### src/rtl/bsc_pkg.sv
// Shared types and constants for the barometric sensor compensation pipeline.
package bsc_pkg;

    // Pipeline depth: six stages for the temperature, offset and sensitivity
    // terms and four for the pressure product and saturation.
    localparam int STAGES      = 10;
    localparam int TEMP_STAGES = 6;
    localparam int PRES_STAGES = STAGES - TEMP_STAGES;

    localparam int CFG_INDEX_W = 3;
    localparam int CAL_W       = 16;

    typedef logic [STAGES-1:0] bsc_stage_vec_t;

    typedef enum logic [CFG_INDEX_W-1:0] {
        REG_PRESSURE_SENSITIVITY   = 3'd0,
        REG_PRESSURE_OFFSET        = 3'd1,
        REG_SENSITIVITY_TEMP_COEFF = 3'd2,
        REG_OFFSET_TEMP_COEFF      = 3'd3,
        REG_REFERENCE_TEMPERATURE  = 3'd4,
        REG_TEMPERATURE_SLOPE      = 3'd5
    } bsc_reg_idx_t;

    typedef struct packed {
        logic [23:0] raw_pressure;
        logic [23:0] raw_temperature;
    } bsc_sample_t;

    typedef struct packed {
        logic signed [14:0] temperature_centi;
        logic [16:0]        pressure_centi_mbar;
        logic               clamped;
    } bsc_result_t;

    typedef struct packed {
        logic [CAL_W-1:0] pressure_sensitivity;
        logic [CAL_W-1:0] pressure_offset;
        logic [CAL_W-1:0] sensitivity_temp_coeff;
        logic [CAL_W-1:0] offset_temp_coeff;
        logic [CAL_W-1:0] reference_temperature;
        logic [CAL_W-1:0] temperature_slope;
    } bsc_cal_t;

    // Hand-over from the temperature half to the pressure half.
    typedef struct packed {
        logic [23:0]        d1;
        logic signed [18:0] temp;
        logic signed [39:0] off;
        logic signed [39:0] sens;
    } bsc_mid_t;

endpackage

### src/rtl/bsc_pipe_ctrl.sv
// Stage valid bits and per-stage load enables for the compensation pipeline.
module bsc_pipe_ctrl (
    input  logic                    clk,
    input  logic                    rst_n,
    input  logic                    sample_valid,
    output logic                    sample_ready,
    output logic                    result_valid,
    input  logic                    result_ready,
    output bsc_pkg::bsc_stage_vec_t en
);
    import bsc_pkg::*;

    bsc_stage_vec_t valid_reg;
    bsc_stage_vec_t valid_next;

    // A stage may load when any stage from it downstream is empty, or the
    // result is being taken.
    always_comb
    begin
        for (int k = 0; k < STAGES; k++)
        begin
            en[k] = result_ready || !(&(valid_reg | bsc_stage_vec_t'((1 << k) - 1)));
        end
    end

    always_comb
    begin
        valid_next[0] = en[0] ? sample_valid : valid_reg[0];
        for (int k = 1; k < STAGES; k++)
        begin
            valid_next[k] = en[k] ? valid_reg[k-1] : valid_reg[k];
        end
    end

    always_ff @(posedge clk or negedge rst_n)
    begin
        if (!rst_n)
        begin
            valid_reg <= '0;
        end
        else
        begin
            valid_reg <= valid_next;
        end
    end

    assign sample_ready = en[0];
    assign result_valid = valid_reg[STAGES-1];

`ifndef SYNTHESIS
    // Occupancy changes only by transactions at the two ends.
    a_occupancy: assert property (@(posedge clk) disable iff (!rst_n)
        1'b1 |=> ($countones(valid_reg) == $past($countones(valid_reg))
                  + $past(sample_valid && sample_ready)
                  - $past(result_valid && result_ready)))
        else $error("pipeline occupancy lost or gained an item");

    // Input is refused only when every stage is full.
    a_no_bubble_stall: assert property (@(posedge clk) disable iff (!rst_n)
        !sample_ready |-> (&valid_reg))
        else $error("input refused while a bubble is in the pipeline");

    // A held stage keeps its item.
    a_hold: assert property (@(posedge clk) disable iff (!rst_n)
        1'b1 |=> ((valid_reg & ~$past(en)) == ($past(valid_reg) & ~$past(en))))
        else $error("stalled stage dropped or gained an item");
`endif

endmodule

### config.mk
export PLATFORM = sky130hd
export DESIGN_NAME = bsc_pipe_ctrl
export DESIGN_NICKNAME = d
export VERILOG_FILES = /design/src/rtl/bsc_pkg.sv /design/src/rtl/bsc_pipe_ctrl.sv
export SDC_FILE = /design/constraint.sdc
export NUM_CORES = 1
export LEC_CHECK = 0
export BUFFER_PORTS_ARGS = -buffer_cell sky130_fd_sc_hd__buf_2
export CAP_MARGIN = 20
export CORE_AREA = 2 2 39 41
export DETAILED_ROUTE_END_ITERATION = 8
export DIE_AREA = 0 0 41 43
export PLACE_DENSITY = 0.58
export SKIP_LAST_GASP = 1
export SYNTH_ARGS = -nofsm -noshare
export SYNTH_HDL_FRONTEND = slang
export SYNTH_SLANG_ARGS = --single-unit
### constraint.sdc
create_clock -name clk -period 1.85 [get_ports clk]
set_input_delay 0.185 -clock clk [delete_from_list [all_inputs] [get_ports clk]]
set_output_delay 0.185 -clock clk [all_outputs]
set_load 0.005 [all_outputs]
# Word-level counts from Yosys, hierarchy flattened
# Cells that the tools add are included.
# op_classes
reduce_logical,29
# ops
cell,count
1-bit logical NOT,10
1-bit logical OR,10
10-bit AND reduction,1
9-bit AND reduction,1
8-bit AND reduction,1
7-bit AND reduction,1
6-bit AND reduction,1
5-bit AND reduction,1
4-bit AND reduction,1
3-bit AND reduction,1
2-bit AND reduction,1
# totals
regBits,10
out_inout_bits,12
word_cells,39

# Logic depth before layout (Yosys ltp)
# depth
ltp_word,3
depth_mapped,4

# Least setup slack after synthesis
# OpenSTA, ideal clock, no wires.
# synth_path
kind,flip-flop to output port
startpoint,register valid_reg[9]
endpoint,output port en[0]
arrival_ps,1322
slack_ps,343
path_stages_with_launch,5
n_path_buf,1
cell_sequence,dfrtp_1 and3b_2 inv_2 or4_1 buf_4
# synth_via
elab_chain_len,3
# synth_rtl
item,line_no,source
"start, declared",bsc_pipe_ctrl.sv:13,bsc_stage_vec_t valid_reg;
"start signal, assigned",bsc_pipe_ctrl.sv:43,valid_reg <= valid_next;
10-bit AND reduction,bsc_pipe_ctrl.sv:22,en[k] = result_ready || !(&(valid_reg | bsc_stage_vec_t'((1 << k) - 1)));
1-bit logical NOT,bsc_pipe_ctrl.sv:22,
1-bit logical OR,bsc_pipe_ctrl.sv:22,
"end, declared",bsc_pipe_ctrl.sv:9,output bsc_pkg::bsc_stage_vec_t en
# No other way between the ends.

# Final worst setup path
# Ends and elaborated chain as after synthesis.

==> run summary <==
Setup violators final - 0
Register area - 251 um^2
Sw power - 0.000214 W
Setup WS pre-CTS - 0.241 ns
Worst slew margin - 79.2%
Status - completed
Routed WL per cell - 12.4 um
Crit path DAT - 1.53 ns
DRC violations left - 0
Chip width - 41 um
Vias in the first global route - 373
Worst skew pair latency - 0.26 ns
Total GRT Usage - 12.7%
H-tree depth - 1
Clock Power Share - 29.0%
Via count - 394
Cts bufs inserted - 3
Max Clk Rate - 0.582 GHz
Area of the core - 1380 um^2
Vias/cell - 5.18
Num rows - 14
# diodes - 0
GP Congestion - 0.657
Sequential fraction of the synthesis area - 55.6%
Layout cells sized above 1 - 41.7%
Die height - 43 um
Post-Route WL - 941 um
Post-DRT Antenna Nets - 0
Req. time, crit path - 1.66 ns
Max-Cap Viols - 0
Max FO, Critical Path - 6
Yosys Warn Count - 0
Power Total - 0.000670 W
Worst setup margin - 0.133 ns
IO buf count - 15
Period minus WS final - 1.72 ns
Combinational Power Share - 26.9%
Worst Hold Class - in -> reg
Endpoint class of the critical path - output port
Pin count of the biggest net entering global routing - 13
Crit path kind - reg -> out
Initial antenna violation count - 0
Final Hold Viols - 0
DIE AREA - 1760 um^2
Top area cells in the synthesized netlist - dfrtp_1 (56%), a41o_1 (4.4%), nand3_1 (4.4%)
Unrepaired setup endpoints after global routing - no
Final Cycle Share - 92.8%
Initial Utilization - 32.5%
Leakage - 0.264 nW
Worst-Margin Slew - 0.309 ns
Syn_nets - 46
Placed cell area - 531 um^2
Net Sw Frac - 32.0%
Seq cells post-synth - 10
Clk root buf - clkbuf_4
Area Overhead vs Synth - 30.0%
GRT overflow - 0
Synthesized area per cell - 10.7 um^2
Power Density - 1140 nW/um^2
Multi-input logic area - 174 um^2
Synth top area share - 55.6%
Boundary pin count - 16
Post-synthesis cell count - 42
Library cells used by synthesis - 17
Sequential Power Share - 44.1%
Fillers - 138
Largest register FFs - 10
Mapped cell area - 450 um^2
Worst-path clk slew - 0.07 ns
Final Cell Area - 586 um^2
Clock Sinks - 10
Worst vdd ir - 0.382 mV
CTS Buffer Depth - 2
First-pass GRT wire length - 1480 um
Final Max Slew Viols - 0
Nets - 65
Worst setup SP type - flop
Int Power - 0.000455 W
Skew final - 0.000746 ns
Post-route setup TNS - 0 ns
1st-iter DRT viols - 4
First-pass DRT Iterations - 4
Final HPWL DP - 668 um
Worst Hold Slack - 0.118 ns
CTS tree - yes
Top cell type by total area after synthesis - dfrtp_1
## synthesized netlist by cell type, drive strengths merged
cell,instances
and3,1
nand2b,3
buf,1
nand2,4
o41ai,2
clkbuf,2
nand3,4
nand4,2
and2,1
and3b,1
a31o,2
dfrtp,10
a21o,2
or4,2
a41o,2
inv,3
## placed cells by master, fill, tap and decap left out
cell	count
buf_2	15
dfrtp_1	9
nand3_1	4
nand2_1	4
nand2b_1	3
clkbuf_4	3
nand4_1	2
or4_1	2
inv_1	2
o41ai_1	2
a41o_1	2
a31o_2	2
a21o_1	2
and2_1	1
and3b_2	1
and3_1	1
inv_2	1
clkbuf_8	1
dlygate4sd3_1	1
buf_4	1
dfrtp_2	1
## routing by layer
metal  track usage [%]  wire, um  vias up  part of all wire, %
met4              8.00         9        0                 0.96
met2              18.1       490        7                   52
met5                 0         0        -                    0
li1                  -         -      191                    -
met3              3.14        22        2                  2.3
met1              16.3       418      194                   44
## power groups by stage
| stage | clock network (W) | registers, W | logic, W |
|---|---|---|---|
| after detailed placement | 0 | 0.000297 | 0.000173 |
| after CTS | 0.000202 | 0.000293 | 0.000182 |
| after global routing | 0.000210 | 0.000302 | 0.000204 |
| after global placement | 0 | 0.000295 | 0.000172 |
| after floorplan | 0 | 0.000287 | 0.000122 |
| final | 0.000194 | 0.000296 | 0.000180 |
## logic make-up after synthesis
| logic type | share of synthesized area (%) |
|---|---|
| AND/OR/NAND/NOR | 23.1 |
| flip-flops | 55.6 |
| AO/OA/AOI/OAI | 15.6 |
| buffers and inverters | 5.83 |
## through the flow
stage / instances / util [%]
global placement: 70 / 38.3
finish: 76 / 42.3
global route: 76 / 42.3
detailed placement: 70 / 38.3
CTS: 76 / 42.2
floorplan: 42 / -
## cell type report
cell class	instances	share of cell area (%)
multi-input cells	26	29.7
repair buffers	17	15.8
well taps	16	3.42
flip-flops and latches	10	42.9
clock buffers	4	6.20
inverters	3	1.92
## what timing repair did
| item | in CTS | in global routing |
|---|---|---|
| gates resized for setup | 0 | 1 |
| setup buffers | 1 | 0 |
| hold endpoints to repair | 10 | 0 |
| setup endpoints to repair | 3 | 1 |
| hold buffers | 1 | 0 |
## worst max-delay path: stages, from the launching register on
cell and delay, ns:
dfrtp_1 0.35, and3b_2 0.21, inv_2 0.06, or4_1 0.50
buf_2 0.14
## path summary, 6_finish.rpt
| path | from | end | slack, ns | depth (start not counted) |
|---|---|---|---|---|
| worst max-delay path | valid_reg[9] | en[0] | 0.13 | 4 |
| worst min-delay path | sample_valid | valid_reg[0] | 0.12 | 3 |
| worst max register to register | valid_reg[9] | valid_reg[5] | 0.72 | 3 |
| worst min register to register | valid_reg[8] | valid_reg[9] | 0.47 | 1 |
| max in group asynchronous | rst_n | valid_reg[5] | 1.34 | 2 |
| min in group asynchronous | rst_n | valid_reg[2] | 0.31 | 2 |
Power figures use the tool's default switching activity.
