$ cat src/rtl/bsc_pkg.sv
// Shared types and constants for the barometric sensor compensation pipeline.
package bsc_pkg;

    // Pipeline depth: six stages for the temperature, offset and sensitivity
    // terms and four for the pressure product and saturation.
    localparam int STAGES      = 10;
    localparam int TEMP_STAGES = 6;
    localparam int PRES_STAGES = STAGES - TEMP_STAGES;

    localparam int CFG_INDEX_W = 3;
    localparam int CAL_W       = 16;

    typedef logic [STAGES-1:0] bsc_stage_vec_t;

    typedef enum logic [CFG_INDEX_W-1:0] {
        REG_PRESSURE_SENSITIVITY   = 3'd0,
        REG_PRESSURE_OFFSET        = 3'd1,
        REG_SENSITIVITY_TEMP_COEFF = 3'd2,
        REG_OFFSET_TEMP_COEFF      = 3'd3,
        REG_REFERENCE_TEMPERATURE  = 3'd4,
        REG_TEMPERATURE_SLOPE      = 3'd5
    } bsc_reg_idx_t;

    typedef struct packed {
        logic [23:0] raw_pressure;
        logic [23:0] raw_temperature;
    } bsc_sample_t;

    typedef struct packed {
        logic signed [14:0] temperature_centi;
        logic [16:0]        pressure_centi_mbar;
        logic               clamped;
    } bsc_result_t;

    typedef struct packed {
        logic [CAL_W-1:0] pressure_sensitivity;
        logic [CAL_W-1:0] pressure_offset;
        logic [CAL_W-1:0] sensitivity_temp_coeff;
        logic [CAL_W-1:0] offset_temp_coeff;
        logic [CAL_W-1:0] reference_temperature;
        logic [CAL_W-1:0] temperature_slope;
    } bsc_cal_t;

    // Hand-over from the temperature half to the pressure half.
    typedef struct packed {
        logic [23:0]        d1;
        logic signed [18:0] temp;
        logic signed [39:0] off;
        logic signed [39:0] sens;
    } bsc_mid_t;

endpackage

$ cat src/rtl/bsc_pres_stages.sv
// Stages for the pressure product, final scaling and saturation.
module bsc_pres_stages (
    input  logic                               clk,
    input  logic [bsc_pkg::PRES_STAGES-1:0]    en,
    input  bsc_pkg::bsc_mid_t                  mid,
    output bsc_pkg::bsc_result_t               result
);
    import bsc_pkg::*;

    // stage 6: D1 * SENS in two partial products
    logic signed [44:0] s6_ph_reg, s6_ph_next;
    logic [43:0]        s6_pl_reg, s6_pl_next;
    logic signed [39:0] s6_off_reg;
    logic signed [18:0] s6_temp_reg;

    // stage 7: full product
    logic signed [63:0] s7_prod_reg, s7_prod_next;
    logic signed [39:0] s7_off_reg;
    logic signed [18:0] s7_temp_reg;

    // stage 8: D1*SENS/2^21 - OFF
    logic signed [63:0] s8_prod_adj;
    logic signed [43:0] s8_diff_reg, s8_diff_next;
    logic signed [18:0] s8_temp_reg;

    // stage 9: /2^15 and saturation
    logic signed [43:0] s9_diff_adj;
    logic signed [28:0] s9_p;
    bsc_result_t        s9_result_reg, s9_result_next;

    localparam logic signed [63:0] RND_PRES_SENS  = 64'sd2097151;
    localparam logic signed [43:0] RND_PRES_FINAL = 44'sd32767;
    localparam logic signed [28:0] PRES_MIN       = 29'sd1000;
    localparam logic signed [28:0] PRES_MAX       = 29'sd120000;
    localparam logic signed [18:0] TEMP_MIN       = -19'sd4000;
    localparam logic signed [18:0] TEMP_MAX       = 19'sd8500;

    // stage 6
    assign s6_ph_next = $signed({1'b0, mid.d1}) * $signed(mid.sens[39:20]);
    assign s6_pl_next = mid.d1 * mid.sens[19:0];

    always_ff @(posedge clk)
    begin
        if (en[0])
        begin
            s6_ph_reg   <= s6_ph_next;
            s6_pl_reg   <= s6_pl_next;
            s6_off_reg  <= mid.off;
            s6_temp_reg <= mid.temp;
        end
    end

    // stage 7: the true product fits in 64 bits, so drop the top bit of ph
    assign s7_prod_next = $signed({s6_ph_reg[43:0], 20'd0} + {20'd0, s6_pl_reg});

    always_ff @(posedge clk)
    begin
        if (en[1])
        begin
            s7_prod_reg <= s7_prod_next;
            s7_off_reg  <= s6_off_reg;
            s7_temp_reg <= s6_temp_reg;
        end
    end

    // stage 8: truncate toward zero
    assign s8_prod_adj  = s7_prod_reg + (s7_prod_reg[63] ? RND_PRES_SENS : 64'sd0);
    assign s8_diff_next = $signed(s8_prod_adj[63:21]) - s7_off_reg;

    always_ff @(posedge clk)
    begin
        if (en[2])
        begin
            s8_diff_reg <= s8_diff_next;
            s8_temp_reg <= s7_temp_reg;
        end
    end

    // stage 9
    assign s9_diff_adj = s8_diff_reg + (s8_diff_reg[43] ? RND_PRES_FINAL : 44'sd0);
    assign s9_p        = $signed(s9_diff_adj[43:15]);

    always_comb
    begin
        s9_result_next.clamped = 1'b0;
        if (s8_temp_reg < TEMP_MIN)
        begin
            s9_result_next.temperature_centi = TEMP_MIN[14:0];
            s9_result_next.clamped           = 1'b1;
        end
        else if (s8_temp_reg > TEMP_MAX)
        begin
            s9_result_next.temperature_centi = TEMP_MAX[14:0];
            s9_result_next.clamped           = 1'b1;
        end
        else
        begin
            s9_result_next.temperature_centi = s8_temp_reg[14:0];
        end

        if (s9_p < PRES_MIN)
        begin
            s9_result_next.pressure_centi_mbar = PRES_MIN[16:0];
            s9_result_next.clamped             = 1'b1;
        end
        else if (s9_p > PRES_MAX)
        begin
            s9_result_next.pressure_centi_mbar = PRES_MAX[16:0];
            s9_result_next.clamped             = 1'b1;
        end
        else
        begin
            s9_result_next.pressure_centi_mbar = s9_p[16:0];
        end
    end

    always_ff @(posedge clk)
    begin
        if (en[3])
        begin
            s9_result_reg <= s9_result_next;
        end
    end

    assign result = s9_result_reg;

endmodule

$ cat config.mk
export PLATFORM = sky130hd
export DESIGN_NAME = bsc_pres_stages
export DESIGN_NICKNAME = d
export VERILOG_FILES = /design/src/rtl/bsc_pkg.sv /design/src/rtl/bsc_pres_stages.sv
export SDC_FILE = /design/constraint.sdc
export NUM_CORES = 2
export LEC_CHECK = 0
export BUFFER_PORTS_ARGS = -buffer_cell sky130_fd_sc_hd__clkbuf_2
export CAP_MARGIN = 20
export CORE_MARGIN = 2
export CORE_UTILIZATION = 35
export CTS_CLUSTER_DIAMETER = 80
export DETAILED_ROUTE_END_ITERATION = 8
export GPL_TIMING_DRIVEN = 1
export SYNTH_ARGS = -nofsm -noshare
export SYNTH_HDL_FRONTEND = slang
export SYNTH_SLANG_ARGS = --single-unit
$ cat constraint.sdc
create_clock -name clk -period 13.1 [get_ports clk]
set_input_delay 2.62 -clock clk [delete_from_list [all_inputs] [get_ports clk]]
set_output_delay 2.62 -clock clk [all_outputs]
set_load 0.05 [all_outputs]
* Word-level counts from Yosys, hierarchy flattened
Index checks and enable logic that the tools add are counted.
** Storage, ports and cells
- Register bits after elaboration :: 366
- Input port bits :: 128
- Output and inout port bits :: 33
** Cells by class
- Add/subtract/negate cells :: 4
- $mul :: 2
- Magnitude comparators :: 4
- Multiplexer cells :: 5
- Reductions and logical operators :: 3
** Operator list (count)
- $add 64x22->64 :: 1
- $add 64x44->64 :: 1
- $add 44x16->44 :: 1
- $mul 24x20->44 :: 1
- $mul 25x20->44 :: 1
- $sub 43x40->44 :: 1
- $mux 15 :: 2
- $gt 29x18->1 const B :: 1
- $lt 29x11->1 const B :: 1
- $mux 21 :: 1
- $gt 19x15->1 const B :: 1
- $lt 19x13->1 const B :: 1
- $mux 17 :: 1
- $reduce_or 2->1 :: 2
- $reduce_or 3->1 :: 1
- $mux 1 :: 1

* Logic depth before layout (Yosys ltp)
- Word-level depth :: 4
- Mapped depth :: 27
- Depth with buffers taken out :: 26

* Least setup slack after synthesis
OpenSTA, ideal clock, no wires.
- Path kind :: input-to-reg
- From :: in mid[10] (netlist bit)
- To :: reg s6_pl_reg[43] (data pin)
- Arrival :: 9.139 ns
- Slack :: 3.701 ns
- Cell stages on the path :: 25
- Path buffers :: 1
- Cell sequence :: clkbuf_1 -> nand2_1 -> fa_1 -> inv_1 -> fa_1 -> inv_1 -> fa_1 -> inv_1 -> fa_1 -> fa_1 -> fa_1 -> inv_1 -> fa_1 -> inv_1 -> ha_1 -> a41oi_1 -> o21ai_0 -> a2111oi_0 -> nand3_1 -> a221oi_1 -> o21bai_1 -> a41oi_1 -> nor2b_1 -> a211o_1 -> xnor2_1
** Between the ends
- Word-level cells in the longest chain between the ends :: 1
** RTL lines
- start, declared :: RTL line bsc_pres_stages.sv:5 : input bsc_pkg::bsc_mid_t mid,
- $mul 24x20->44 :: RTL line bsc_pres_stages.sv:40 : assign s6_pl_next = mid.d1 * mid.sens[19:0];
- via s6_pl_next[43] :: RTL line bsc_pres_stages.sv:12 : logic [43:0] s6_pl_reg, s6_pl_next;
- end signal, assigned :: RTL line bsc_pres_stages.sv:47 : s6_pl_reg <= s6_pl_next;
- end, declared :: RTL line bsc_pres_stages.sv:12
The timed path passes the listed nets, and every way through them passes these cells.
A chain may end at the register's enable or synchronous reset.

* Worst setup path in the final report
- From :: in mid[107] (netlist bit)
- To :: reg s6_pl_reg[43] (data pin)
Same word-level chain as after synthesis.

==> results_dict.tcl <==
set metrics [dict create \
    outcome "finished, final reports clean" \
    clk_path_buf_depth 3 \
    numPortBuffers 160 \
    nNetsFinal 6239 \
    synthTopCellsByArea "fa_1 32%, edfxtp_1 23%, ha_1 11%, inv_1 7.2%, and2_1 6.1%" \
    cts-resized-gates 0 \
    arrival_ns 10.26 \
    root_buffer "clkbuf_16" \
    drv_cap 0 \
    start_kind "primary input" \
    post_cts_buffers 0 \
    synth.top_cell.area_share_pct 32.4 \
    crit_start "mid[107]" \
    r2r_slack_ns 6.76 \
    fin_crit_sh_pct 76.0 \
    die_y_um 377 \
    wirelength_um 123000 \
    rr_worst_depth 22 \
    cts_buffers 39 \
    finalWorstSetupSlack_ns 3.15 \
    worstSkewPairLatency_ns 0.58 \
    track_usage_pct 17.4 \
    yosys-top-cells-count "933 x inv_1, 787 x fa_1, 581 x nand2_1" \
    yosysWarnings 0 \
    setup_viol 0 \
    syn_nets 6203 \
    drc_errors 0 \
    placement.setup.worst_slack_ns 2.48 \
    hpwl_um 94700 \
    num_vias 32993 \
    cts_hold_buf 0 \
    maxSlewViolCount 0 \
    largest_register_ff_count 64 \
    ys_seq_area_share_pct 22.6 \
    async_flop_share_pct 0 \
    ys.flop_type "edfxtp_1" \
    gp_congestion 0.850 \
    maxSlewHeadroom_pct 24.6 \
    drive_gt1_share_pct 5.63 \
    min_path_cells 0 \
    dieArea_sq_um 142000 \
    reg2reg_to "s8_diff_reg[42]" \
    syn-cell-area_sq_um 48700 \
    dp.cells 6646 \
    cts_num_sinks 366 \
    gr-total-overflow 0 \
    cp-end-kind "flop" \
    clkTransAtPathRegs_ns 0.07 \
    fin_setup_tns_ns 0 \
    yosysUniqueCellTypes 74 \
    syn_avg_cell_area_sq_um 10.0 \
    grt_pass1_vias 34303 \
    grt_pass1_wl_um 193000 \
    fin_skew_ns 0.0364 \
    ctsHtreeMaxLevel 2 \
    rsz0062_at_grt "no" \
    hold_viol 0 \
    synth_edf_count 366 \
    instances_no_fill 6719 \
    hold_class "flop to flop" \
    via_per_inst 4.91 \
    grt_max_degree 84 \
    cts_tree "built" \
    area_delta_synth_final_pct 7.96 \
    wl_per_cell_um 18.3 \
    synthCells 4858 \
    worstSetupPathType "primary input to flop" \
    design.core.area_sq_um 138000 \
    timing.rr.start "s7_prod_reg[63]" \
    ant_nets 0 \
    cp-endpoint "s6_pl_reg[43]" \
    worst_slew_pin_slew_ns 1.13 \
    antenna_found_initial 5 \
    pin_count 161 \
    synth_top_cell_by_area "fa_1" \
    die_w_um 377 \
    min_period_ns 9.95 \
    fmax_mhz 100 \
    start_util_pct 35.3 \
    drtIter0Drc 1938 \
    crit_fanout 28 \
    core.rowCount 136 \
    crit_required_ns 13.41 \
    synth-seq-cells 366 \
    synth.most_common_cell "inv_1" \
    first_pass_iters 6 \
]
## how the worst min path moves through the flow
stage	from	end
2_1_floorplan	s6_off_reg[0]	s7_off_reg[0]
3_3_place_gp	s7_temp_reg[3]	s8_temp_reg[3]
3_5_place_dp	s6_off_reg[3]	s7_off_reg[3]
4_1_cts	s6_off_reg[12]	s7_off_reg[12]
5_1_grt	s6_temp_reg[5]	s7_temp_reg[5]
6_report	s6_off_reg[17]	s7_off_reg[17]
## per-stage QoR
step                utilization, %  hold WS, ns  instance area (sq um)
finish                        38.1        0.413                  52600
global route                  38.1        0.415                  52600
detailed placement            37.2        0.405                  51200
floorplan                        -        0.400                  48700
global placement              37.2        0.400                  51200
CTS                           38.1        0.415                  52500
## critical path, stage by stage
cell	delay (ns)
clkbuf_2	0.58
buf_4	0.34
nand2_1	0.09
fa_1	0.53
inv_1	0.06
fa_1	0.50
fa_1	0.52
fa_1	0.53
fa_1	0.51
fa_1	0.55
inv_1	0.06
fa_1	0.55
inv_1	0.05
ha_1	0.38
a41oi_1	0.23
o21ai_0	0.22
a2111oi_0	0.46
nand3_1	0.14
a221oi_1	0.32
o21bai_1	0.19
a41oi_1	0.26
nor2b_1	0.11
a211o_1	0.31
xnor2_1	0.13
## metal layers
layer  GRT usage, %  vias to the layer above  part of all wire (%)
met5              0                        -                 0.037
met4           4.54                        6                   2.5
met3           3.13                      143                   6.8
met2           28.6                      949                    46
met1           23.7                    16563                    44
li1               -                    15332                     -
## cell usage in the layout (no fill, tap or decap), drive strengths merged, types with 18 or more instances in the layout
| master | count |
|---|---|
| nand2b | 35 |
| nand4 | 33 |
| o21a | 26 |
| and2 | 477 |
| a21oi | 149 |
| xor2 | 60 |
| nand2 | 581 |
| nor2 | 119 |
| inv | 939 |
| ha | 430 |
| nor2b | 21 |
| and3 | 35 |
| o21bai | 18 |
| a21o | 91 |
| buf | 34 |
| o21ai | 77 |
| fa | 787 |
| xnor2 | 150 |
| nor3 | 23 |
| edfxtp | 366 |
| clkbuf | 200 |
| nand3 | 73 |
## cell type report
class,count,area (sq um)
Tap cell,1794,2240
Fill cell,13611,85300
Clock inverter,28,303
Multi-Input combinational cell,3362,33400
Clock buffer,42,1010
Antenna cell,2,5.00
Timing Repair Buffer,192,1070
Inverter,933,3500
Sequential cell,366,11000
## logic make-up (layout without fill, tap and decap cells)
family / Yosys count / after routing / share of synthesized area, %
xor gates and xnor gates: 210 / 210 / 3.78
other: 0 / 2 / 0
DFF: 366 / 366 / 22.6
muxes: 2 / 2 / 0.0514
AOI/OAI and AO/OA: 483 / 483 / 6.50
buffers and inverters: 1130 / 1195 / 8.73
adders and majority gates: 1217 / 1217 / 43.4
and+or+nand+nor: 1450 / 1450 / 15.0
Power is not shown: default switching activity piles up to over one toggle a cycle in this logic, so the estimate is an artifact.
