## src/rtl/bsc_pkg.sv

```systemverilog
// Shared types and constants for the barometric sensor compensation pipeline.
package bsc_pkg;

    // Pipeline depth: six stages for the temperature, offset and sensitivity
    // terms and four for the pressure product and saturation.
    localparam int STAGES      = 10;
    localparam int TEMP_STAGES = 6;
    localparam int PRES_STAGES = STAGES - TEMP_STAGES;

    localparam int CFG_INDEX_W = 3;
    localparam int CAL_W       = 16;

    typedef logic [STAGES-1:0] bsc_stage_vec_t;

    typedef enum logic [CFG_INDEX_W-1:0] {
        REG_PRESSURE_SENSITIVITY   = 3'd0,
        REG_PRESSURE_OFFSET        = 3'd1,
        REG_SENSITIVITY_TEMP_COEFF = 3'd2,
        REG_OFFSET_TEMP_COEFF      = 3'd3,
        REG_REFERENCE_TEMPERATURE  = 3'd4,
        REG_TEMPERATURE_SLOPE      = 3'd5
    } bsc_reg_idx_t;

    typedef struct packed {
        logic [23:0] raw_pressure;
        logic [23:0] raw_temperature;
    } bsc_sample_t;

    typedef struct packed {
        logic signed [14:0] temperature_centi;
        logic [16:0]        pressure_centi_mbar;
        logic               clamped;
    } bsc_result_t;

    typedef struct packed {
        logic [CAL_W-1:0] pressure_sensitivity;
        logic [CAL_W-1:0] pressure_offset;
        logic [CAL_W-1:0] sensitivity_temp_coeff;
        logic [CAL_W-1:0] offset_temp_coeff;
        logic [CAL_W-1:0] reference_temperature;
        logic [CAL_W-1:0] temperature_slope;
    } bsc_cal_t;

    // Hand-over from the temperature half to the pressure half.
    typedef struct packed {
        logic [23:0]        d1;
        logic signed [18:0] temp;
        logic signed [39:0] off;
        logic signed [39:0] sens;
    } bsc_mid_t;

endpackage

```

## src/rtl/bsc_cal_regs.sv

```systemverilog
// Calibration word register file with its write channel.
module bsc_cal_regs (
    input  logic                         clk,
    input  logic                         rst_n,
    input  logic                         cfg_valid,
    output logic                         cfg_ready,
    input  logic [bsc_pkg::CFG_INDEX_W-1:0] cfg_index,
    input  logic [bsc_pkg::CAL_W-1:0]    cfg_data,
    output bsc_pkg::bsc_cal_t            cal
);
    import bsc_pkg::*;

    bsc_cal_t cal_reg;
    bsc_cal_t cal_next;

    always_comb
    begin
        cal_next = cal_reg;
        if (cfg_valid)
        begin
            unique case (bsc_reg_idx_t'(cfg_index))
                REG_PRESSURE_SENSITIVITY:   cal_next.pressure_sensitivity   = cfg_data;
                REG_PRESSURE_OFFSET:        cal_next.pressure_offset        = cfg_data;
                REG_SENSITIVITY_TEMP_COEFF: cal_next.sensitivity_temp_coeff = cfg_data;
                REG_OFFSET_TEMP_COEFF:      cal_next.offset_temp_coeff      = cfg_data;
                REG_REFERENCE_TEMPERATURE:  cal_next.reference_temperature  = cfg_data;
                REG_TEMPERATURE_SLOPE:      cal_next.temperature_slope      = cfg_data;
                default:                    cal_next = cal_reg;
            endcase
        end
    end

    always_ff @(posedge clk or negedge rst_n)
    begin
        if (!rst_n)
        begin
            cal_reg <= '0;
        end
        else
        begin
            cal_reg <= cal_next;
        end
    end

    assign cfg_ready = 1'b1;
    assign cal       = cal_reg;

endmodule

```

## config.mk

```make
export PLATFORM = sky130hd
export DESIGN_NAME = bsc_cal_regs
export DESIGN_NICKNAME = d
export VERILOG_FILES = /design/src/rtl/bsc_pkg.sv /design/src/rtl/bsc_cal_regs.sv
export SDC_FILE = /design/constraint.sdc
export NUM_CORES = 1
export LEC_CHECK = 0
export ABC_AREA = 0
export BUFFER_PORTS_ARGS = -buffer_cell sky130_fd_sc_hd__buf_4
export CAP_MARGIN = 0
export CORE_MARGIN = 10
export CORE_UTILIZATION = 50
export CTS_CLUSTER_DIAMETER = 100
export DETAILED_ROUTE_END_ITERATION = 10
export GPL_TIMING_DRIVEN = 1
export HOLD_SLACK_MARGIN = 0.12
export PLACE_DENSITY_LB_ADDON = 0.2
export SLEW_MARGIN = 10
export SYNTH_ARGS = -nofsm -noshare
export SYNTH_HDL_FRONTEND = slang
export SYNTH_SLANG_ARGS = --single-unit
```

## constraint.sdc

```tcl
create_clock -name clk -period 1.2 [get_ports clk]
set_clock_uncertainty 0.2 [all_clocks]
set_input_delay 0 -clock clk [delete_from_list [all_inputs] [get_ports clk]]
set_output_delay 0 -clock clk [all_outputs]
set_load 0.01 [all_outputs]
```

**Word-level counts from Yosys, hierarchy flattened**

Cells that the tools add are included.

- Output and inout bits: 97
- Word-level logic and storage cells: 18
- Input bits: 22
- Bits in registers: 96

- Equality and inequality tests: 5
- Reductions and logical operators: 7

Operator list:

| operator | number |
|---|---|
| $reduce_and A2 Y1 | 6 |
| $eq A3 B2 Y1 const B | 2 |
| $eq A3 B3 Y1 const B | 2 |
| $eq A3 B1 Y1 const B | 1 |
| $logic_not A3 Y1 | 1 |

**Longest topological paths before layout**

Gate-level depths: netlist of the first run.

- Depth after elaboration: 2
- Depth in mapped cells: 5
- Depth with buffers taken out: 2

**Worst setup path after synthesis of the first run**

OpenSTA, ideal clock, no wires.

- Path kind: input to register
- Start: input port cfg_index[0] (netlist bit)
- End: register cal_reg, in the netlist cal[80]
- Required time: 875 ps
- Slack: -188 ps
- Buffers on the path: 2
- Arrival: 1063 ps
- Cell stages on the path: 4
- Library setup time: 125 ps
- Path through: buf_6 nor4b_4 buf_6 mux2_2

- Cells in the longest elaborated chain, start to end: 2

Ends and longest elaborated chain:

| element | line | source |
|---|---|---|
| start, declared | bsc_cal_regs.sv:7 | `input logic [bsc_pkg::CFG_INDEX_W-1:0] cfg_index,` |
| $logic_not A3 Y1 | bsc_cal_regs.sv:21 | `unique case (bsc_reg_idx_t'(cfg_index))` |
| $reduce_and A2 Y1 (no line) | - |  |
| end signal, assigned | bsc_cal_regs.sv:41 | `cal_reg <= cal_next;` |
| end, declared | bsc_cal_regs.sv:13 | `bsc_cal_t cal_reg;` |

No other way between the ends.
A chain may end at the register's enable or synchronous reset.

**Final worst setup path of the first run**

- Start: register cal_reg, in the netlist cal[77]
- End: output port cal[77] (netlist bit)

RTL lines:

| element | line | source |
|---|---|---|
| end, declared | bsc_cal_regs.sv:9 | `output bsc_pkg::bsc_cal_t cal` |

No word-level cell between the ends.

==> results.cfg, run 1 <==
[status]
outcome = finished, violations left
violations = hold timing

[finish]
largest_reg_flops = 96
nets = 382
fillers = 470
finish.utilization = 0.730
antenna_cells = 0
drive_gt1_frac = 0.677
syn2layout_area_growth_pct = 42.8

[placed_design]
place_congestion = 0.740
hpwl_mm = 6.95
io_buffers = 117
post-place-ws_ns = -0.129

[grt]
grt_max_degree = 34
grt_pass1_vias = 2654
met1_usage = 0.195
top_usage_layer = met2
met2_usage = 0.277
grt.met3_usage = 0.0761
antenna_found_initial = 0
grt_pass1_wl_mm = 15.1
gr-usage-all-layers = 0.169
grt_overflow = 0

[drt]
drt_iter0_drc = 43
vias = 2308
viasPerCell = 4.97
routedWlPerCell_um = 20.1
antenna_left = 0
first_pass_iters = 3
route.detailed.drc = 0
drt-total-wl_mm = 9.34

[sta]
fin_crit_ns = 1.12
setup_ws_ns = 0.0824
hold_slack_ns = -0.104
fmaxAchievable_ghz = 0.895
finalHoldViolCount = 24
setup_viol = 0
rsz0062_at_grt = false
period_share = 0.931
final-max-slew-violation-count = 0

[cts]
postCtsSetupRepairBufs = 0
clock_latency_ns = 0.35
ctsLongestPathBuffers = 2
cts_root_buf = clkbuf_8
clock-sinks = 96
cts_tree = yes
cts_resized = 0
cts_inserted_buffers = 9
clkTransAtPathRegs_ns = 0.09
postCtsHoldBufs = 17
htreeDepth = 3

[floorplan]
start_util = 0.511
die_height_um = 106
io_pins = 119
dieArea_um2 = 11200
num_rows = 31
coreArea_um2 = 7210
die_width_um = 106

[power]
p_total_w = 0.00891
powerDensity_nw_per_um2 = 1690
power_leakage_nw = 2.51
peakVddDrop_v = 0.000956

[yosys]
ys_warn_count = 0
synth.ff_latch_count = 96
yosys.area.top_type_share = 0.651
syn_inst = 210
synth-seq-area-share = 0.651
syn_area_um2 = 3690
post_synth.cell_area_avg_um2 = 17.6
synthTopCellsByArea = dfrtp_1 65%, mux2_2 29%, buf_6 2.1%
postSynthNetCount = 232
yosysUniqueCellTypes = 12
synth.largest_area_cell = dfrtp_1

[setup_path]
critical-path-top-delay-family = flip-flops
crit_fanout = 2
arrival_ns = 0.92
cp-end-kind = output port
worstSetupStartpointType = register
crit_chain = buf_4
path_class = register to output port
crit_path_start = cal[77]$_DFFE_PN0P_
crit_slowest_cell = dfrtp_1
slowest_delay_ns = 0.41
critical_path_buf_inv_count = 1
required_ns = 1.00
r2r_start = cal[10]$_DFFE_PN0P_

[min_path]
hold_class = input port to asynchronous set/reset pin

[flow_run]
drv_cap = 0
==> placed cells by master, fill, tap and decap left out, drive strengths merged <==
cell / synthesis / final
buf: 11 / 133
dfrtp: 96 / 96
mux2: 96 / 96
dlygate4sd3: 0 / 17
clkbuf: 0 / 11
and4bb: 3 / 3
clkinv: 0 / 3
nand4b: 2 / 2
clkinvlp: 0 / 2
nor4b: 1 / 1
conb: 1 / 1
==> synthesized netlist by cell type, drive strengths merged <==
| cell | count |
|---|---|
| dfrtp | 96 |
| buf | 11 |
| and4bb | 3 |
| nand4b | 2 |
| mux2 | 96 |
| nor4b | 1 |
| conb | 1 |
==> cells by family (layout without fill, tap and decap cells) <==
logic type / Yosys count / in the layout / synth area share
simple gates: 6 / 6 / 0.0248
mux: 96 / 96 / 0.293
buf+inv: 11 / 166 / 0.0302
other cells: 1 / 1 / 0.00102
flops: 96 / 96 / 0.651
==> through the flow <==
stage	std cells	cell area (µm²)	setup TNS (ns)	hold WS, ns
floorplan	210	3810	-3.35	-0.496
global placement	431	4930	-7.24	-0.277
detailed placement	431	4930	-8.50	-0.276
CTS	464	5270	0	-0.121
global route	464	5270	0	-0.0808
finish	464	5270	0	-0.104
==> power breakdown <==
part	internal, W	leakage (nW)	switching (W)
Sequential	0.00395	1.15	0.000430
Combinational	0.00164	1.28	0.00107
Clock	0.000751	0.0793	0.00107
==> cell type report <==
| type | count | area, µm² | area share |
|---|---|---|---|
| sequential | 96 | 2400 | 0.456 |
| timing repair buffer | 150 | 1290 | 0.245 |
| multi-input combinational | 103 | 1280 | 0.244 |
| clock inverter | 5 | 33.8 | 0.00641 |
| clock buffer | 11 | 131 | 0.0249 |
| tap | 99 | 124 | 0.0235 |
==> layer usage <==
metal / up-vias / share of wire / wire length, µm
li1: 1051 / - / -
met1: 1170 / 0.40 / 3760
met2: 77 / 0.50 / 4690
met3: 10 / 0.084 / 782
met4: 0 / 0.011 / 101
met5: - / 0 / 0
==> final timing paths <==
| check | endpoint | slack, ns | cells past startpoint |
|---|---|---|---|
| max | cal[77] | 0.08 | 1 |
| min | cal[55]$_DFFE_PN0P_ | -0.10 | 2 |
| max reg2reg | cal[10]$_DFFE_PN0P_ | 0.21 | 1 |
| min reg2reg | cal[82]$_DFFE_PN0P_ | 0.30 | 1 |
| max in group asynchronous | cal[79]$_DFFE_PN0P_ | 0.41 | 3 |
| min in group clk | cal[82]$_DFFE_PN0P_ | -0.03 | 4 |
Power figures use the tool's default switching activity.
==> run 2: changes to the inputs <==
Settings changed: MAX_ROUTING_LAYER set to met4, SETUP_SLACK_MARGIN set to 0.3.
==> results.cfg, run 2 (synthesis results as in run 1) <==
[status]
outcome = finished, violations left
violations = hold timing

[cts]
cts_inserted_buffers = 9
postCtsHoldBufs = 7
clkTransAtPathRegs_ns = 0.09
clock-sinks = 96
cts_tree = yes
ctsLongestPathBuffers = 2
htreeDepth = 3
clock_latency_ns = 0.36
cts_root_buf = clkbuf_8

[grt]
gr-usage-all-layers = 0.190
met2_usage = 0.300
grt_overflow = 0
top_usage_layer = met2
grt_max_degree = 41
grt.met3_usage = 0.0568
grt_pass1_wl_mm = 16.4
met1_usage = 0.232
grt_pass1_vias = 2783
antenna_found_initial = 0

[setup_path]
crit_fanout = 2
path_class = register to output port
crit_slowest_cell = dfrtp_1
critical-path-top-delay-family = flip-flops
cp-end-kind = output port
arrival_ns = 0.93
slowest_delay_ns = 0.43
required_ns = 1.00
critical_path_buf_inv_count = 1
rrSetupSlack_ns = 0.07
worstSetupStartpointType = register
crit_chain = buf_6

[finish]
drive_gt1_frac = 0.720
stdcell_area_um2 = 6030
multi_input_area_um2 = 1480
stdcell_count = 478
final_common_cell = buf_6
ff_latch_area_um2 = 2400
syn2layout_area_growth_pct = 63.3
fillers = 349
mostFrequentLayoutCells = 121 x buf_6, 96 x dfrtp_1, 81 x mux2_4
largest_reg_flops = 96
antenna_cells = 0
nets = 397

[flow_run]
drv_cap = 0

[drt]
antenna_left = 0
routedWlPerCell_um = 22.6
first_pass_iters = 4
viasPerCell = 5.03
drt_iter0_drc = 75
route.detailed.drc = 0
drt-total-wl_mm = 10.8
vias = 2404

[power]
p_total_w = 0.0108
p_comb_frac = 0.347
peakVddDrop_v = 0.000953
intPower_w = 0.00790
p_sw_w = 0.00295
power_leakage_nw = 2.96
swShare = 0.272
clkPwrFrac = 0.228
powerDensity_nw_per_um2 = 1800
seqPwrFrac = 0.425

[sta]
final-max-slew-violation-count = 0
period_share = 0.938
rsz0062_at_grt = true
setup_viol = 0
finalHoldViolCount = 154
hold_slack_ns = -0.676
fin_crit_ns = 1.13
fmaxAchievable_ghz = 0.889

[floorplan]
die_height_um = 106
dieArea_um2 = 11200
start_util = 0.511
num_rows = 31
coreArea_um2 = 7210
die_width_um = 106
io_pins = 119

[placed_design]
place_area_um2 = 4950
place_inst = 430
io_buffers = 117
hpwl_mm = 6.73
place_congestion = 0.771

[min_path]
hold_class = input port to asynchronous set/reset pin
## run 2: power groups by stage
stage               logic, W  registers (W)  clock network [W]
finish               0.00377        0.00461            0.00247
global route         0.00398        0.00469            0.00266
CTS                  0.00364        0.00453            0.00250
detailed placement   0.00278        0.00444                  0
global placement     0.00272        0.00443                  0
floorplan           0.000905        0.00470                  0
## run 2: what timing repair did
item,4_1_cts,5_1_grt
endpoints found under the hold margin,192,169
endpoints found under the setup margin,192,192
buffers inserted,26,0
gates cloned,0,0
gates resized for setup,121,32
## run 2: worst paths after layout
path | startpoint | to | depth (start not counted)
setup / recovery | cal[92]$_DFFE_PN0P_ | cal[92] | 1
hold / removal | rst_n | cal[71]$_DFFE_PN0P_ | 1
setup reg to reg | cal[54]$_DFFE_PN0P_ | cal[54]$_DFFE_PN0P_ | 2
hold reg to reg | cal[8]$_DFFE_PN0P_ | cal[8]$_DFFE_PN0P_ | 1
max in group asynchronous | rst_n | cal[49]$_DFFE_PN0P_ | 2
min in group clk | cfg_data[5] | cal[69]$_DFFE_PN0P_ | 2
## run 2: layout make-up
type | count | share of cell area
clock inverter | 5 | 0.0176
timing repair buffer | 165 | 0.296
clock buffer | 10 | 0.0212
tap | 99 | 0.0206
sequential | 96 | 0.399
multi-input combinational | 103 | 0.246
## run 2: stage by stage
| step | hold slack [ns] | utilization | TNS, ns | setup WS (ns) |
|---|---|---|---|---|
| floorplan | -0.496 | - | -4.02 | -0.185 |
| global route | -0.677 | 0.835 | 0 | 0.0301 |
| global placement | -0.279 | 0.686 | -7.30 | -0.122 |
| detailed placement | -0.280 | 0.686 | -8.13 | -0.135 |
| CTS | -0.674 | 0.819 | 0 | 0.0710 |
| finish | -0.676 | 0.835 | 0 | 0.0749 |
## run 2: routing by layer
layer,vias up,wire (µm)
met3,11,614
met1,1252,4550
li1,1063,-
met2,78,5530
met5,-,0
met4,0,100
==> run 3: changes to the inputs <==
Settings changed: CTS_BUF_LIST set to sky130_fd_sc_hd__clkbuf_4 sky130_fd_sc_hd__clkbuf_8 sky130_fd_sc_hd__clkbuf_16.
==> results.cfg, run 3 (synthesis results as in run 1) <==
[sta]
hold_slack_ns = -0.676
fmaxAchievable_ghz = 0.889
rsz0062_at_grt = true
period_share = 0.937
final-max-slew-violation-count = 0
fin_crit_ns = 1.12
setup_ws_ns = 0.0755
setup_viol = 0
finalHoldViolCount = 154
fin_setup_tns_ns = 0

[placed_design]
place_area_um2 = 4950
hpwl_mm = 6.73
place_congestion = 0.771
io_buffers = 117
post-place-ws_ns = -0.135

[floorplan]
die_width_um = 106
start_util = 0.511
coreArea_um2 = 7210
die_height_um = 106
dieArea_um2 = 11200
io_pins = 119
num_rows = 31

[setup_path]
worstSetupStartpointType = register
crit_fanout = 2
arrival_ns = 1.17
path_class = register to register
crit_chain = buf_6 > mux2_4
required_ns = 1.24
critical_path_buf_inv_count = 1
worstReg2RegEnd = cal[54]$_DFFE_PN0P_
rr_worst_depth = 2
crit_slowest_cell = dfrtp_1
slowest_delay_ns = 0.41
cp-end-kind = register
critical-path-top-delay-family = flip-flops
r2r_start = cal[54]$_DFFE_PN0P_
rrSetupSlack_ns = 0.08

[cts]
clock_latency_ns = 0.36
cts_tree = yes
htreeDepth = 3
postCtsHoldBufs = 7
clkTransAtPathRegs_ns = 0.09
cts_inserted_buffers = 9
clock-sinks = 96
cts_root_buf = clkbuf_8
ctsLongestPathBuffers = 2

[grt]
grt_pass1_wl_mm = 16.4
top_usage_layer = met2
grt_overflow = 0
grt_pass1_vias = 2789
antenna_found_initial = 0
met1_usage = 0.231
gr-usage-all-layers = 0.191
met2_usage = 0.303
grt_max_degree = 41
grt.met3_usage = 0.0568

[drt]
routedWlPerCell_um = 22.6
first_pass_iters = 4
drt-total-wl_mm = 10.8
route.detailed.drc = 0
antenna_left = 0
viasPerCell = 5.04
drt_iter0_drc = 81
vias = 2411

[finish]
antenna_cells = 0
largest_reg_flops = 96
fillers = 344
stdcell_area_um2 = 6030
syn2layout_area_growth_pct = 63.4
mostFrequentLayoutCells = 121 x buf_6, 96 x dfrtp_1, 81 x mux2_4
final_common_cell = buf_6
drive_gt1_frac = 0.723
nets = 397

[status]
outcome = finished, violations left
violations = hold timing

[power]
peakVddDrop_v = 0.000953
powerDensity_nw_per_um2 = 1800
power_leakage_nw = 2.96

[min_path]
hold_class = input port to asynchronous set/reset pin

[flow_run]
drv_cap = 0
[run 3: cell types whose count changed in the layout (fill, tap and decap cells not counted)]
cell,delta
clkbuf_1,-1
clkbuf_4,+1
[run 3: stage by stage]
| step | util | power (W) | cells | hold WS [ns] |
|---|---|---|---|---|
| 2_1_floorplan | - | 0.00561 | 210 | -0.496 |
| 3_3_place_gp | 0.686 | 0.00715 | 430 | -0.279 |
| 3_5_place_dp | 0.686 | 0.00723 | 430 | -0.280 |
| 4_1_cts | 0.819 | 0.0107 | 478 | -0.674 |
| 5_1_grt | 0.836 | 0.0113 | 478 | -0.678 |
| 6_report | 0.836 | 0.0109 | 478 | -0.676 |
[run 3: per-layer routing]
layer	vias to the layer above	part of all wire
met2	78	0.51
met4	0	0.0093
met5	-	0
li1	1063	-
met3	11	0.059
met1	1259	0.42
[run 3: area by class of cell]
| cell class | instances | area (µm²) | share of cell area |
|---|---|---|---|
| clock buffers | 10 | 131 | 0.0218 |
| clock inverters | 5 | 106 | 0.0176 |
| multi-input cells | 103 | 1480 | 0.245 |
| flip-flops and latches | 96 | 2400 | 0.398 |
| well taps | 99 | 124 | 0.0205 |
| repair buffers | 165 | 1790 | 0.296 |
[run 3: power by group]
group	leakage, nW	switching [W]	internal [W]
registers	1.15	0.000660	0.00395
logic	1.69	0.00120	0.00257
clock network	0.116	0.00109	0.00140
total	2.96	0.00295	0.00792
[run 3: repair_timing]
item,in CTS,in global routing
gates resized for setup,121,32
endpoints found under the setup margin,192,192
endpoints found under the hold margin,192,169
setup buffers,26,0
[run 3: worst max path at each step]
stage / cells past startpoint / to / startpoint / slack (ns)
2_1_floorplan: 4 / cal[80]$_DFFE_PN0P_ / cfg_index[0] / -0.18
3_3_place_gp: 4 / cal[68]$_DFFE_PN0P_ / cfg_index[2] / -0.12
3_5_place_dp: 4 / cal[92]$_DFFE_PN0P_ / cfg_index[1] / -0.14
4_1_cts: 1 / cal[49] / cal[49]$_DFFE_PN0P_ / 0.07
5_1_grt: 1 / cal[92] / cal[92]$_DFFE_PN0P_ / 0.03
6_report: 2 / cal[54]$_DFFE_PN0P_ / cal[54]$_DFFE_PN0P_ / 0.08
